`src/sv/cec_pkg.sv`:
```
// Shared types, constants and calendar tables of the calendar epoch converter.
package cec_pkg;

  localparam logic [11:0] BASE_YEAR       = 12'd2000;
  localparam logic [31:0] DAYS_TO_BASE    = 32'd10957;
  localparam logic [31:0] SECS_TO_BASE    = 32'd946684800;
  localparam logic [16:0] SECS_PER_DAY    = 17'd86400;
  localparam logic [16:0] SECS_PER_HOUR   = 17'd3600;
  localparam logic [16:0] SECS_PER_MIN    = 17'd60;
  localparam logic [3:0]  MONTHS          = 4'd12;
  localparam logic [6:0]  CENTURY_LAST    = 7'd99;
  localparam logic [8:0]  QUAD_CENT_LAST  = 9'd399;
  localparam logic [12:0] DIV25_RECIP     = 13'd5243;
  localparam int          DIV25_SHIFT     = 17;
  localparam int          DAY_LOW_BITS    = 7;
  localparam logic [9:0]  DAY_DIV_HI      = 10'd675;
  localparam logic [25:0] DAY_RECIP       = 26'd50903317;
  localparam int          DAY_RECIP_SHIFT = 35;
  localparam logic [17:0] MIN_RECIP       = 18'd139811;
  localparam int          MIN_RECIP_SHIFT = 23;

  typedef enum logic [2:0] {
    ST_IDLE,
    ST_SETUP,
    ST_DIV_QUOT,
    ST_DIV_TAKE,
    ST_YEAR,
    ST_MONTH,
    ST_MUL,
    ST_DONE
  } state_t;

  typedef enum logic [1:0] {
    DIV_DAY,
    DIV_MIN,
    DIV_HOUR
  } div_sel_t;

  typedef struct packed {
    logic     load;
    logic     div_quot;
    logic     div_take;
    div_sel_t div_sel;
    logic     year_step;
    logic     mon_step;
    logic     mul;
    logic     finish;
  } cmd_t;

  typedef struct packed {
    logic to_date;
    logic year_more;
    logic mon_more;
  } status_t;

  function automatic logic [4:0] month_days(input logic [3:0] idx, input logic leap);
    logic [4:0] d;
    case (idx)
      4'd1: begin
        d = leap ? 5'd29 : 5'd28;
      end
      4'd3, 4'd5, 4'd8, 4'd10: begin
        d = 5'd30;
      end
      default: begin
        d = 5'd31;
      end
    endcase
    return d;
  endfunction

  function automatic logic [8:0] year_days(input logic leap);
    return leap ? 9'd366 : 9'd365;
  endfunction

endpackage

```
`src/sv/calendar_epoch_converter.sv`:
```
// Top level of the calendar epoch converter.
// Date to epoch: after the word is taken, the walk of years from 2000, the walk of months and
// the multiply run in turn. Epoch to date: three reciprocal divisions (day, minute, hour),
// each a quotient step and a take step, then the walk of years and the walk of months.
// One word is in work at a time; a new word is taken while the last result waits.
// rst (synchronous) returns the controller to idle and drops out_valid.
module calendar_epoch_converter import cec_pkg::*; (
  input  logic        clk,
  input  logic        rst,
  input  logic        in_valid,
  output logic        in_ready,
  input  logic        req_type,
  input  logic [31:0] epoch_in,
  input  logic [11:0] year_in,
  input  logic [3:0]  month_in,
  input  logic [4:0]  day_in,
  input  logic [4:0]  hour_in,
  input  logic [5:0]  minute_in,
  input  logic [5:0]  second_in,
  output logic        out_valid,
  input  logic        out_ready,
  output logic [31:0] epoch_out,
  output logic [11:0] year_out,
  output logic [3:0]  month_out,
  output logic [4:0]  day_out,
  output logic [4:0]  hour_out,
  output logic [5:0]  minute_out,
  output logic [5:0]  second_out
);

  cmd_t    cmd;
  status_t status;

  cec_ctrl u_ctrl (
    .clk       (clk),
    .rst       (rst),
    .in_valid  (in_valid),
    .in_ready  (in_ready),
    .out_valid (out_valid),
    .out_ready (out_ready),
    .status    (status),
    .cmd       (cmd)
  );

  cec_datapath u_dp (
    .clk        (clk),
    .cmd        (cmd),
    .status     (status),
    .req_type   (req_type),
    .epoch_in   (epoch_in),
    .year_in    (year_in),
    .month_in   (month_in),
    .day_in     (day_in),
    .hour_in    (hour_in),
    .minute_in  (minute_in),
    .second_in  (second_in),
    .epoch_out  (epoch_out),
    .year_out   (year_out),
    .month_out  (month_out),
    .day_out    (day_out),
    .hour_out   (hour_out),
    .minute_out (minute_out),
    .second_out (second_out)
  );

endmodule

```
`src/sv/cec_datapath.sv`:
```
// Datapath of the calendar epoch converter: divider, year and month walk, epoch sum.
module cec_datapath import cec_pkg::*; (
  input  logic        clk,
  input  cmd_t        cmd,
  output status_t     status,
  input  logic        req_type,
  input  logic [31:0] epoch_in,
  input  logic [11:0] year_in,
  input  logic [3:0]  month_in,
  input  logic [4:0]  day_in,
  input  logic [4:0]  hour_in,
  input  logic [5:0]  minute_in,
  input  logic [5:0]  second_in,
  output logic [31:0] epoch_out,
  output logic [11:0] year_out,
  output logic [3:0]  month_out,
  output logic [4:0]  day_out,
  output logic [4:0]  hour_out,
  output logic [5:0]  minute_out,
  output logic [5:0]  second_out
);

  logic        to_date;
  logic [11:0] year_r;
  logic [3:0]  mon_c;
  logic [4:0]  day_r;
  logic [4:0]  hour_r;
  logic [5:0]  min_r;
  logic [5:0]  sec_r;
  logic [7:0]  q25;
  logic [11:0] y;
  logic [6:0]  c100;
  logic [8:0]  c400;
  logic [3:0]  mi;
  logic [31:0] days;
  logic [31:0] acc;
  logic [16:0] dq;
  logic [16:0] dr;

  logic [24:0] q25_prod;
  logic [11:0] q25x;
  logic        div25;
  logic        leap_in;
  logic        leap_cur;
  logic [8:0]  ylen;
  logic [4:0]  mlen;
  logic [50:0] qday_prod;
  logic [34:0] q60_prod;
  logic [25:0] day_back;
  logic [24:0] day_rem;
  logic [16:0] back60;
  logic [16:0] rem60;
  logic [31:0] days_f;
  logic [31:0] prod;
  logic [16:0] tod;

  assign q25_prod = 25'(year_in) * 25'(DIV25_RECIP);
  assign q25x     = 12'({q25, 4'b0}) + 12'({q25, 3'b0}) + 12'(q25);
  assign div25    = (q25x == year_r);
  assign leap_in  = (year_r[1:0] == 2'd0) && (!div25 || (year_r[3:0] == 4'd0));
  assign leap_cur = (y[1:0] == 2'd0) && ((c100 != 7'd0) || (c400 == 9'd0));
  assign ylen     = year_days(leap_cur);
  assign mlen     = month_days(mi, to_date ? leap_cur : leap_in);

  assign qday_prod = 51'(acc[31:DAY_LOW_BITS]) * 51'(DAY_RECIP);
  assign q60_prod  = 35'(dr) * 35'(MIN_RECIP);
  assign day_back  = 26'(dq[15:0]) * 26'(DAY_DIV_HI);
  assign day_rem   = acc[31:DAY_LOW_BITS] - day_back[24:0];
  assign back60    = dq * SECS_PER_MIN;
  assign rem60     = dr - back60;

  assign days_f = days + 32'(day_r) - 32'd1;
  assign prod   = (days_f + DAYS_TO_BASE) * 32'(SECS_PER_DAY);
  assign tod    = 17'(hour_r) * SECS_PER_HOUR + 17'(min_r) * SECS_PER_MIN + 17'(sec_r);

  always_comb begin
    status.to_date = to_date;
    if (to_date) begin
      status.year_more = (days >= 32'(ylen));
      status.mon_more  = (mi < MONTHS) && (days >= 32'(mlen));
    end else begin
      status.year_more = (y < year_r);
      status.mon_more  = ((mi + 4'd1) < mon_c);
    end
  end

  always_ff @(posedge clk) begin
    if (cmd.load) begin
      to_date <= req_type;
      acc     <= epoch_in - SECS_TO_BASE;
      year_r  <= year_in;
      mon_c   <= (month_in > MONTHS) ? MONTHS : month_in;
      day_r   <= day_in;
      hour_r  <= hour_in;
      min_r   <= minute_in;
      sec_r   <= second_in;
      q25     <= q25_prod[DIV25_SHIFT +: 8];
      y       <= BASE_YEAR;
      c100    <= 7'd0;
      c400    <= 9'd0;
      mi      <= 4'd0;
      days    <= 32'd0;
    end
    if (cmd.div_quot) begin
      case (cmd.div_sel)
        DIV_DAY: begin
          dq <= 17'(qday_prod[DAY_RECIP_SHIFT +: 16]);
        end
        default: begin
          dq <= 17'(q60_prod[MIN_RECIP_SHIFT +: 12]);
        end
      endcase
    end
    if (cmd.div_take) begin
      case (cmd.div_sel)
        DIV_MIN: begin
          sec_r <= rem60[5:0];
          dr    <= dq;
        end
        DIV_HOUR: begin
          hour_r <= dq[4:0];
          min_r  <= rem60[5:0];
        end
        default: begin
          days <= 32'(dq);
          dr   <= {day_rem[9:0], acc[DAY_LOW_BITS-1:0]};
        end
      endcase
    end
    if (cmd.year_step) begin
      days <= to_date ? days - 32'(ylen) : days + 32'(ylen);
      y    <= y + 12'd1;
      c100 <= (c100 == CENTURY_LAST) ? 7'd0 : c100 + 7'd1;
      c400 <= (c400 == QUAD_CENT_LAST) ? 9'd0 : c400 + 9'd1;
    end
    if (cmd.mon_step) begin
      days <= to_date ? days - 32'(mlen) : days + 32'(mlen);
      mi   <= mi + 4'd1;
    end
    if (cmd.mul) begin
      acc <= prod;
    end
    if (cmd.finish) begin
      if (to_date) begin
        epoch_out  <= 32'd0;
        year_out   <= y;
        month_out  <= mi + 4'd1;
        day_out    <= days[4:0] + 5'd1;
        hour_out   <= hour_r;
        minute_out <= min_r;
        second_out <= sec_r;
      end else begin
        epoch_out  <= acc + 32'(tod);
        year_out   <= 12'd0;
        month_out  <= 4'd0;
        day_out    <= 5'd0;
        hour_out   <= 5'd0;
        minute_out <= 6'd0;
        second_out <= 6'd0;
      end
    end
  end

endmodule

```
`src/sv/cec_ctrl.sv`:
```
// Controller state machine of the calendar epoch converter.
module cec_ctrl import cec_pkg::*; (
  input  logic    clk,
  input  logic    rst,
  input  logic    in_valid,
  output logic    in_ready,
  output logic    out_valid,
  input  logic    out_ready,
  input  status_t status,
  output cmd_t    cmd
);

  state_t   state, state_next;
  div_sel_t sel, sel_next;
  logic     out_valid_next;

  always_ff @(posedge clk) begin
    if (rst) begin
      state     <= ST_IDLE;
      sel       <= DIV_DAY;
      out_valid <= 1'b0;
    end else begin
      state     <= state_next;
      sel       <= sel_next;
      out_valid <= out_valid_next;
    end
  end

  always_comb begin
    state_next = state;
    sel_next   = sel;
    cmd        = '0;
    cmd.div_sel = sel;
    in_ready   = 1'b0;
    case (state)
      ST_IDLE: begin
        in_ready = 1'b1;
        if (in_valid) begin
          cmd.load   = 1'b1;
          state_next = ST_SETUP;
        end
      end
      ST_SETUP: begin
        sel_next   = DIV_DAY;
        state_next = status.to_date ? ST_DIV_QUOT : ST_YEAR;
      end
      ST_DIV_QUOT: begin
        cmd.div_quot = 1'b1;
        state_next   = ST_DIV_TAKE;
      end
      ST_DIV_TAKE: begin
        cmd.div_take = 1'b1;
        case (sel)
          DIV_DAY: begin
            sel_next   = DIV_MIN;
            state_next = ST_DIV_QUOT;
          end
          DIV_MIN: begin
            sel_next   = DIV_HOUR;
            state_next = ST_DIV_QUOT;
          end
          default: begin
            state_next = ST_YEAR;
          end
        endcase
      end
      ST_YEAR: begin
        if (status.year_more) begin
          cmd.year_step = 1'b1;
        end else begin
          state_next = ST_MONTH;
        end
      end
      ST_MONTH: begin
        if (status.mon_more) begin
          cmd.mon_step = 1'b1;
        end else begin
          state_next = status.to_date ? ST_DONE : ST_MUL;
        end
      end
      ST_MUL: begin
        cmd.mul    = 1'b1;
        state_next = ST_DONE;
      end
      ST_DONE: begin
        if (!out_valid || out_ready) begin
          cmd.finish = 1'b1;
          state_next = ST_IDLE;
        end
      end
      default: begin
        state_next = ST_IDLE;
      end
    endcase
    if (cmd.finish) begin
      out_valid_next = 1'b1;
    end else begin
      out_valid_next = out_valid && !out_ready;
    end
  end

endmodule

```
`config.mk`:
```
export PLATFORM = sky130hd
export DESIGN_NAME = calendar_epoch_converter
export DESIGN_NICKNAME = d
export VERILOG_FILES = /design/src/sv/cec_pkg.sv /design/src/sv/calendar_epoch_converter.sv /design/src/sv/cec_datapath.sv /design/src/sv/cec_ctrl.sv
export SDC_FILE = /design/constraint.sdc
export NUM_CORES = 2
export LEC_CHECK = 0
export BUFFER_PORTS_ARGS = -buffer_cell sky130_fd_sc_hd__buf_2
export CELL_PAD_IN_SITES_DETAIL_PLACEMENT = 1
export CELL_PAD_IN_SITES_GLOBAL_PLACEMENT = 2
export CORE_ASPECT_RATIO = 1.5
export CORE_MARGIN = 3
export CORE_UTILIZATION = 39
export CTS_CLUSTER_DIAMETER = 120
export DETAILED_ROUTE_END_ITERATION = 8
export PLACE_DENSITY = 0.89
export SKIP_LAST_GASP = 1
export SLEW_MARGIN = 20
export SYNTH_ARGS = -nofsm -noshare
export SYNTH_HDL_FRONTEND = slang
export SYNTH_SLANG_ARGS = --single-unit
export TNS_END_PERCENT = 20
```
`constraint.sdc`:
```
create_clock -name clk -period 9.6 [get_ports clk]
set_clock_uncertainty 0.1 [all_clocks]
set_input_delay 0.96 -clock clk [delete_from_list [all_inputs] [get_ports clk]]
set_output_delay 0.96 -clock clk [all_outputs]
set_load 0.01 [all_outputs]
```
==> results_dict.tcl <==
set metrics [dict create \
    drive_gt1_share_pct 7.238 \
    path_max_fanout 12 \
    worst_ep_required_time_ps 9880 \
    hold_class "reg -> reg" \
    grt_use_total_pct 23.14 \
    slowest_delay_ps 800 \
    fin_setup_tns_ps 0 \
    die_width_um 252.6 \
    synth_area_leaders "ha_1 (25%), fa_1 (20%), edfxtp_1 (16%)" \
    grt_first_pass_wirelength_mm 170.6 \
    yosys.area.top_type "ha_1" \
    cp-start-kind "flop" \
    gp_congestion 0.9620 \
    hold_depth 1 \
    drv_slew 0 \
    die_area_um2 94970 \
    syn_area_per_cell_um2 9.624 \
    drt_iter0_drc 1083 \
    num_antenna_cells 0 \
    fmax_mhz 127.5 \
    critPathCaptureType "flop" \
    io-pin-count 147 \
    yosysUniqueCellTypes 81 \
    fin_crit_ps 7842 \
    fillers 10350 \
    critPathArrivalTime_ps 8120 \
    coreArea_um2 90370 \
    synth_compound_area_share_pct 11.11 \
    cts_tree "yes" \
    drc 0 \
    cts.repair.resized 0 \
    slowest_stage "a222oi_1" \
    synth_seq_cells 252 \
    max-slew-margin-rel_pct 32.71 \
    ys_seq_area_share_pct 19.52 \
    postCtsSetupBuffers 0 \
    synth_adder_area_share_pct 45.14 \
    numPortBuffers 146 \
    clk_root_buffer_cell "clkbuf_16" \
    synthTopCellsByCount "inv_1 (728), ha_1 (722), fa_1 (351)" \
    synth_cells 3697 \
    wl_mm 108.5 \
    htree_levels 1 \
    syn_nets 4845 \
    cpMostUsedCell "fa_1" \
    crit_type "reg -> reg" \
    ys_warn_count 0 \
    dp_cells 4951 \
    finalHoldViolCount 0 \
    post_drt_wl_per_cell_um 21.67 \
    ctsHoldBuffers 0 \
    fin_cells 5005 \
    cts_sinks 252 \
    synth_top_family_by_area "adder cells" \
    synth-edff-count 190 \
    synth-async-reset-ratio_pct 0 \
    synth_ff_type "edfxtp_1" \
    min_period_over_period_pct 81.69 \
    start_util_pct 39.37 \
    yosysMostFrequentCell "inv_1" \
    avgViaCountPerCell 5.404 \
    die_h_um 375.9 \
    hold_ws_ps 377.9 \
    grt_remaining_overflow 0 \
    setup_violations 0 \
    numCtsBuffers 29 \
    crit_chain "fa_1 -> inv_1 -> fa_1 -> inv_1 -> ha_1 -> inv_1 -> fa_1 -> fa_1 -> inv_1 -> fa_1 -> fa_1 -> ha_1 -> and3_1 -> a221o_1 -> a221o_1 -> or3_1 -> a222oi_1 -> o31ai_1 -> a21o_1 -> xor2_1 -> and2_1" \
    synth_top_area_share_pct 25.39 \
    nets 4966 \
    dr.pass1.iters 5 \
    path_clk_slew_ps 80 \
    netlist_area_um2 35580 \
    grt_max_degree 65 \
    clk_latency_ps 620 \
    synthToLayoutAreaGrowth_pct 8.827 \
    postRouteAntennaNets 0 \
    synth_mux_area_share_pct 0.6822 \
    yosys.area_share.simple_pct 9.565 \
    clock_path_buffers 3 \
    grt_pass1_vias 30400 \
    dp_hpwl_mm 91.39 \
    antenna_found_initial 1 \
    rsz0062_at_grt "false" \
    r2r_cells 21 \
    worst_pin_slew_ps 1003 \
    num_rows 135 \
    status "completed" \
    via_count 27050 \
    yosys.area_share.xor_xnor_pct 5.405 \
    cap_violations 0 \
]
-- kinds of logic after synthesis --
family	Yosys count
XOR/XNOR	218
AO/OA/AOI/OAI	603
flip-flops	252
adder cells (fa/ha/maj)	1073
buffers and inverters	810
AND/OR/NAND/NOR	718
multiplexers	23
-- area by class of cell --
| type | count | area (µm²) | share of cell area, % |
|---|---|---|---|
| clock buffers | 31 | 753.2 | 1.945 |
| clock inverters | 23 | 297.8 | 0.7691 |
| inverters | 729 | 2736 | 7.067 |
| multi-input cells | 2635 | 25610 | 66.15 |
| flip-flops and latches | 252 | 6947 | 17.94 |
| well taps | 1164 | 1456 | 3.761 |
| repair buffers | 171 | 918.4 | 2.372 |
-- per-stage QoR --
step	setup WS, ps	cell area (µm²)	util, %
final	1758	38720	42.85
after global routing	1421	38720	42.85
after CTS	1735	38720	42.85
after detailed placement	1722	37670	41.69
after global placement	1824	37670	41.69
after floorplan	2681	35580	-
-- flip-flops by register name, summed over array words and instances, names as in the netlist, 3 cells and up --
name             cells
u_ctrl.state         3
u_dp.acc            32
u_dp.c100            7
u_dp.c400            9
u_dp.day_out         5
u_dp.day_r           5
u_dp.days           32
u_dp.dq             16
u_dp.dr             17
u_dp.epoch_out      32
u_dp.hour_out        5
u_dp.hour_r          5
u_dp.mi              4
u_dp.min_r           6
u_dp.minute_out      6
u_dp.mon_c           4
u_dp.month_out       4
u_dp.q25             8
u_dp.sec_r           6
u_dp.second_out      6
u_dp.y              12
u_dp.year_out       12
u_dp.year_r         12
-- placed cells by master, fill, tap and decap left out, types with 24 or more instances in the layout --
cell	synthesis	final
a211oi_1	28	27
a21o_1	57	57
a21oi_1	151	151
a31oi_1	38	38
and2_1	32	32
and3_1	24	24
buf_2	0	146
buf_4	1	25
clkbuf_16	0	29
dfxtp_1	62	62
edfxtp_1	190	190
fa_1	351	351
ha_1	722	722
inv_1	728	728
nand2_1	206	205
nand3_1	54	54
nor2_1	217	215
nor3_1	38	38
o21ai_0	111	111
o22ai_1	30	30
xnor2_1	143	143
xor2_1	74	74
-- critical path: cells and delay by family, from the launching register on --
family / cells / cell delay (ps)
buffers and inverters: 4 / 210
AOI/OAI and AO/OA: 5 / 1960
and+or+nand+nor: 3 / 850
xor gates and xnor gates: 1 / 140
DFF: 1 / 670
adders and majority gates: 8 / 3670
-- final timing paths --
kind | start | end | slack (ps)
setup / recovery | u_dp.acc[12] | u_dp.dq[14] | 1760
hold / removal | u_dp.days[31] | u_dp.days[31] | 380
setup reg to reg | u_dp.acc[12] | u_dp.dq[14] | 1760
hold reg to reg | u_dp.days[31] | u_dp.days[31] | 380
-- layer usage --
metal,GRT usage (%),vias to the layer above,routed length (µm)
met5,0,-,0
met4,11.60,0,6343
met3,2.071,234,3243
met2,43.73,510,57450
met1,25.68,13620,41450
li1,-,12680,-
Power is left out: the tool's default activity adds up to more than one toggle a clock period on the data nets, which glitch-free logic cannot reach.
